$ cat config.mk
export PLATFORM = sky130hd
export DESIGN_NAME = mcc_ram
export DESIGN_NICKNAME = d
export VERILOG_FILES = /design/src/rtl/mcc_ram.sv
export SDC_FILE = /design/constraint.sdc
export NUM_CORES = 1
export LEC_CHECK = 0
export ABC_CLOCK_PERIOD_IN_PS = 2300
export BUFFER_PORTS_ARGS = -buffer_cell sky130_fd_sc_hd__buf_2
export CAP_MARGIN = 10
export CORE_MARGIN = 10
export CORE_UTILIZATION = 30
export DETAILED_ROUTE_END_ITERATION = 12
export REMOVE_ABC_BUFFERS = 1
export SETUP_SLACK_MARGIN = 0.5
export SLEW_MARGIN = 25
export SYNTH_ARGS = -nofsm -noshare
export SYNTH_HDL_FRONTEND = slang
export SYNTH_SLANG_ARGS = --single-unit
$ cat constraint.sdc
create_clock -name clk_i -period 2.3 [get_ports clk_i]
set_input_delay 0.345 -clock clk_i [delete_from_list [all_inputs] [get_ports clk_i]]
set_output_delay 0.345 -clock clk_i [all_outputs]
set_load 0.01 [all_outputs]
$ cat src/rtl/mcc_ram.sv
// Generic single-write, single-read RAM with registered read data.
module mcc_ram #(
  parameter int unsigned Width = 8,
  parameter int unsigned Depth = 16
) (
  input  logic                     clk_i,
  input  logic                     we_i,
  input  logic [$clog2(Depth)-1:0] waddr_i,
  input  logic [Width-1:0]         wdata_i,
  input  logic                     re_i,
  input  logic [$clog2(Depth)-1:0] raddr_i,
  output logic [Width-1:0]         rdata_o
);

  logic [Width-1:0] mem_q [Depth];
  logic [Width-1:0] rdata_q;

  always_ff @(posedge clk_i) begin
    if (we_i) begin
      mem_q[waddr_i] <= wdata_i;
    end
    if (re_i) begin
      rdata_q <= mem_q[raddr_i];
    end
  end

  assign rdata_o = rdata_q;

endmodule

==> results <==
- The worst hold endpoint is rdata_o[3].
- After synthesis the netlist holds a flip-flop and latch count of 136.
- Summing every instance area after synthesis gives 0.00523 mm².
- The switching component of the power is 1.07 mW.
- Along the worst hold path, the cell count comes to 1.
- The hold violation total from the final report is 0.
- The detailed route wirelength on metal2 is 4.83 mm.
- The number of pins exceeding their max-slew limit in the final report came to 0.
- After layout, the worst path uses 63.8% of the clock period.
- The area growth from synthesis to final layout is 19.6%.
- Combinational logic is responsible for 4.7% of the overall power.
- The power per cell area is 869 mW/mm².
- In the synthesized netlist, mux cells make up 14.8% of the area.
- In this run switching power makes up 19.7% of total power.
- Post-CTS timing repair inserted 0 buffers for setup.
- Dividing the detail-routed via count by the number of cells gives 4.71.
- The number of buffers on the longest clock path is 2.
- The highest ir drop seen on vdd is 481 µV.
- The number of H-tree levels is 4.
- After detailed routing, the met3 layer carries 715 µm of wire.
- Timing would allow up to 682 MHz.
- The warning count from the yosys run is 0.
- The number of filler cells placed in the layout is 1590.
- The clock-pin slew of the registers on the worst-case setup and hold paths is 50 ps.
- The floorplan step set the die width to 152 µm.
- Dividing the detail-routed wire length by the instance count gives 19.3 µm.
- The via count of the first global-routing pass is 2619.
- The initialized floorplan defines 48 standard-cell rows.
- The wire length of the first global-routing pass is 15.8 mm.
- The final layout contains 303 nets.
- In this run the worst setup path begins at raddr_i[0].
- The final global-route overflow total is 0.
- Summing the areas of all compound-gate instances in the mapped netlist gives 2.30% of the synthesized area.
- The design internal power is 4.36 mW.
- Counting every sink on the clock net gives 136.
- The adder-cell area share of the yosys netlist is 0%.
- The static power due to leakage is 2.09 nW.
- Per report_power, the sequential group accounts for 51.7% of the total.
- Along the worst path, the maximum fanout reaches 32.
- The total die area is 0.0231 mm².
- The xor/xnor cell area share of the yosys netlist is 0%.
- The number of instances in the synthesized netlist is 229.
- The depth of the most critical reg-to-reg path is 3.
- The simple logic cell fraction of the synthesized area is 3.14%.
- 27 I/O pins were placed.
- The cell chosen for the clock root is sky130_fd_sc_hd__clkbuf_16.
- Setup repair after global routing left no endpoint under its margin.
- The start point of the worst hold path is re_i.
- At the pin with the least slew margin, the transition time is 436 ps.
- In this run the remaining antenna-violating nets after routing total 0.
- The clock reaches the later pin of the worst-skew pair after 400 ps.
- The final layout contains routed wiring with a total length of 10.1 mm.
- The startpoint kind of the worst setup timing path is an input pin.
- Counting the buffers created by CTS gives 17.
- The effective utilization at floorplan is 30.4%.
- The endpoint identified for the worst register-to-register timing path is rdata_o[7].
- The final weighted congestion in routability-driven placement is 0.689.
- The number of setup violations in the final report is 0.
- The worst slew margin relative to its limit is 70.9%.
- The routed layout has 2458 vias.
- The data arrival time of the critical path is 1610 ps.
- The post-place instance area is 0.00573 mm².
- The detailed router put a total of 4.47 mm of wire on met1.
- In this design, the stage delay of the slowest critical-path cell is 540 ps.
- TritonCTS built the clock tree.
- The first routing iteration left 169 violations.
- The worst-path cell with the longest stage delay is sky130_fd_sc_hd__mux4_2.
- The height of the die is 152 µm.
- The summed negative setup slack over all endpoints is 0 ps.
- The worst register-to-register path begins at mem_q[11][7].
- The number of buffers added on ports is 26.
- The share of the synthesized area in the top cell type is 78.1%.
- The tool flagged a number of max-cap violations equal to 0.
- The worst register-to-register path has a setup slack of 850 ps.
- Excluding fillers, the count of instances in the completed layout stands at 522.
- The cell type with the largest total area after synthesis is sky130_fd_sc_hd__edfxtp_1.
- The number of unique standard cell types used by synthesis is 18.
- On the final layout, the worst clock skew is 5.16 ps.
- The worst hold path belongs to the class input pin to register.
- The DRC violation count after routing is 0.
- The data required time of the worst path is 2450 ps.
- The initial antenna violation count is 1.
- Counting buffers and inverters, the worst setup path is 5 cells deep.
- The worst setup path is captured at a register.
- Sequential elements use 78.1% of the synthesized area.
- The count of placed standard cells including taps is 490.
- Entering global routing, the biggest net connects 33 pins.
- The kind of cell with the highest combined delay on the critical path is multiplexers.
- The overall power consumption is 5.43 mW.
- The core region is 0.0172 mm².
- In this run, the clock network consumes 43.5% of the power.
- By area the synthesized netlist is led by sky130_fd_sc_hd__edfxtp_1 78%, sky130_fd_sc_hd__mux4_2 7.8%, sky130_fd_sc_hd__mux4_1 7.0%, sky130_fd_sc_hd__a22oi_1 2.3%, sky130_fd_sc_hd__nor2_1 0.93%.
- The count of inserted antenna diode cells is 0.
- The critical path is of the input pin to register type.
- The routed design could run at a clock period as short as 1470 ps.
- The main combinational cell family by area after synthesis is multiplexers.
- Traced cell by cell, the critical path runs through buf_2 -> buf_12 -> mux4_2 -> a22oi_1 -> nand2_1.
- The detailed-placement wirelength estimate is 6.46 mm.
- The final cell utilization of the core is 36.4%.
- The ratio of cells with drive above 1 in the final layout is 30.6%.
- The worst path buffer plus inverter count is 2.
- The number of buffers added to fix hold violations after cts is 0.
- In the global route stage, overall resource usage came out at 9.04%.
- The detailed router used layers up to and including met5.
- The first TritonRoute pass finished after 4 iterations.
- The final instance area is 0.00625 mm².
- In this run the mean area of a mapped cell was 22.8 µm².
- The number of instances resized during post-cts repair is 0.
- The flow ran to the end, and the final reports show no timing, DRC or antenna violations.
-- how the worst max path moves through the flow --
stage / to / slack [ps]
detailed placement: rdata_o[0] / 360
floorplan: mem_q[0][0] / 460
global placement: rdata_o[0] / 370
finish: rdata_o[7] / 830
global route: rdata_o[2] / 740
CTS: rdata_o[0] / 780
-- layer usage --
metal | GRT usage, % | vias up
li1 | - | 1093
met1 | 11.8 | 1273
met2 | 13.5 | 84
met3 | 3.22 | 6
met4 | 3.26 | 2
met5 | 0 | -
-- Yosys cell counts (all sizes together) --
master	number
nor2b	1
edfxtp	136
nand2	9
nor2	13
a22oi	16
nor3	4
nand2b	2
mux4	32
and2	1
nand3b	2
nand3	1
and2b	1
or3b	1
clkdlybuf4s25	3
buf	7
-- kinds of logic after synthesis --
logic type,after synthesis
mux,32
simple gates,35
flops,136
buf+inv,10
compound gates,16
-- sequential cells by signal, summed over array words and instances (netlist names) --
name,cells
mem_q,128
rdata_o,8
-- per-stage QoR --
stage	worst slack [ps]	hold WS [ps]
global route	739	321
CTS	780	314
finish	834	326
floorplan	462	444
detailed placement	357	723
global placement	369	736
-- final cells by class --
| type | instances | area, µm² | share of cell area, % |
|---|---|---|---|
| repair buffers | 46 | 305 | 4.88 |
| well taps | 225 | 282 | 4.50 |
| clock buffers | 20 | 437 | 6.99 |
| multi-input cells | 83 | 1060 | 16.9 |
| flip-flops and latches | 136 | 4080 | 65.3 |
| clock inverters | 12 | 85.1 | 1.36 |
-- power groups by stage --
stage               clock network, mW  registers, mW  logic [mW]
global placement                    0           2.86       0.258
CTS                              2.42           2.81       0.264
detailed placement                  0           2.86       0.263
global route                     2.52           2.81       0.284
floorplan                           0           2.86       0.111
finish                           2.36           2.81       0.257
-- layout by cell type (no fill, tap or decap) --
cell type / synthesis / layout
sky130_fd_sc_hd__clkinv_2: 0 / 7
sky130_fd_sc_hd__nor2_1: 13 / 13
sky130_fd_sc_hd__nor3_1: 4 / 4
sky130_fd_sc_hd__nand3_1: 1 / 1
sky130_fd_sc_hd__or3b_2: 1 / 1
sky130_fd_sc_hd__nand2_1: 9 / 9
sky130_fd_sc_hd__nand3b_1: 2 / 2
sky130_fd_sc_hd__and2b_1: 1 / 1
sky130_fd_sc_hd__clkbuf_1: 0 / 3
sky130_fd_sc_hd__mux4_2: 18 / 18
sky130_fd_sc_hd__buf_12: 0 / 2
sky130_fd_sc_hd__and2_1: 1 / 1
sky130_fd_sc_hd__clkinv_1: 0 / 3
sky130_fd_sc_hd__a22oi_1: 16 / 16
sky130_fd_sc_hd__clkbuf_16: 0 / 17
sky130_fd_sc_hd__clkinv_4: 0 / 1
sky130_fd_sc_hd__buf_4: 1 / 18
sky130_fd_sc_hd__mux4_1: 14 / 14
sky130_fd_sc_hd__edfxtp_1: 136 / 136
sky130_fd_sc_hd__nand2b_1: 2 / 2
sky130_fd_sc_hd__nor2b_1: 1 / 1
sky130_fd_sc_hd__buf_2: 3 / 26
sky130_fd_sc_hd__bufinv_16: 0 / 1
(Power assumes the default switching activity.)
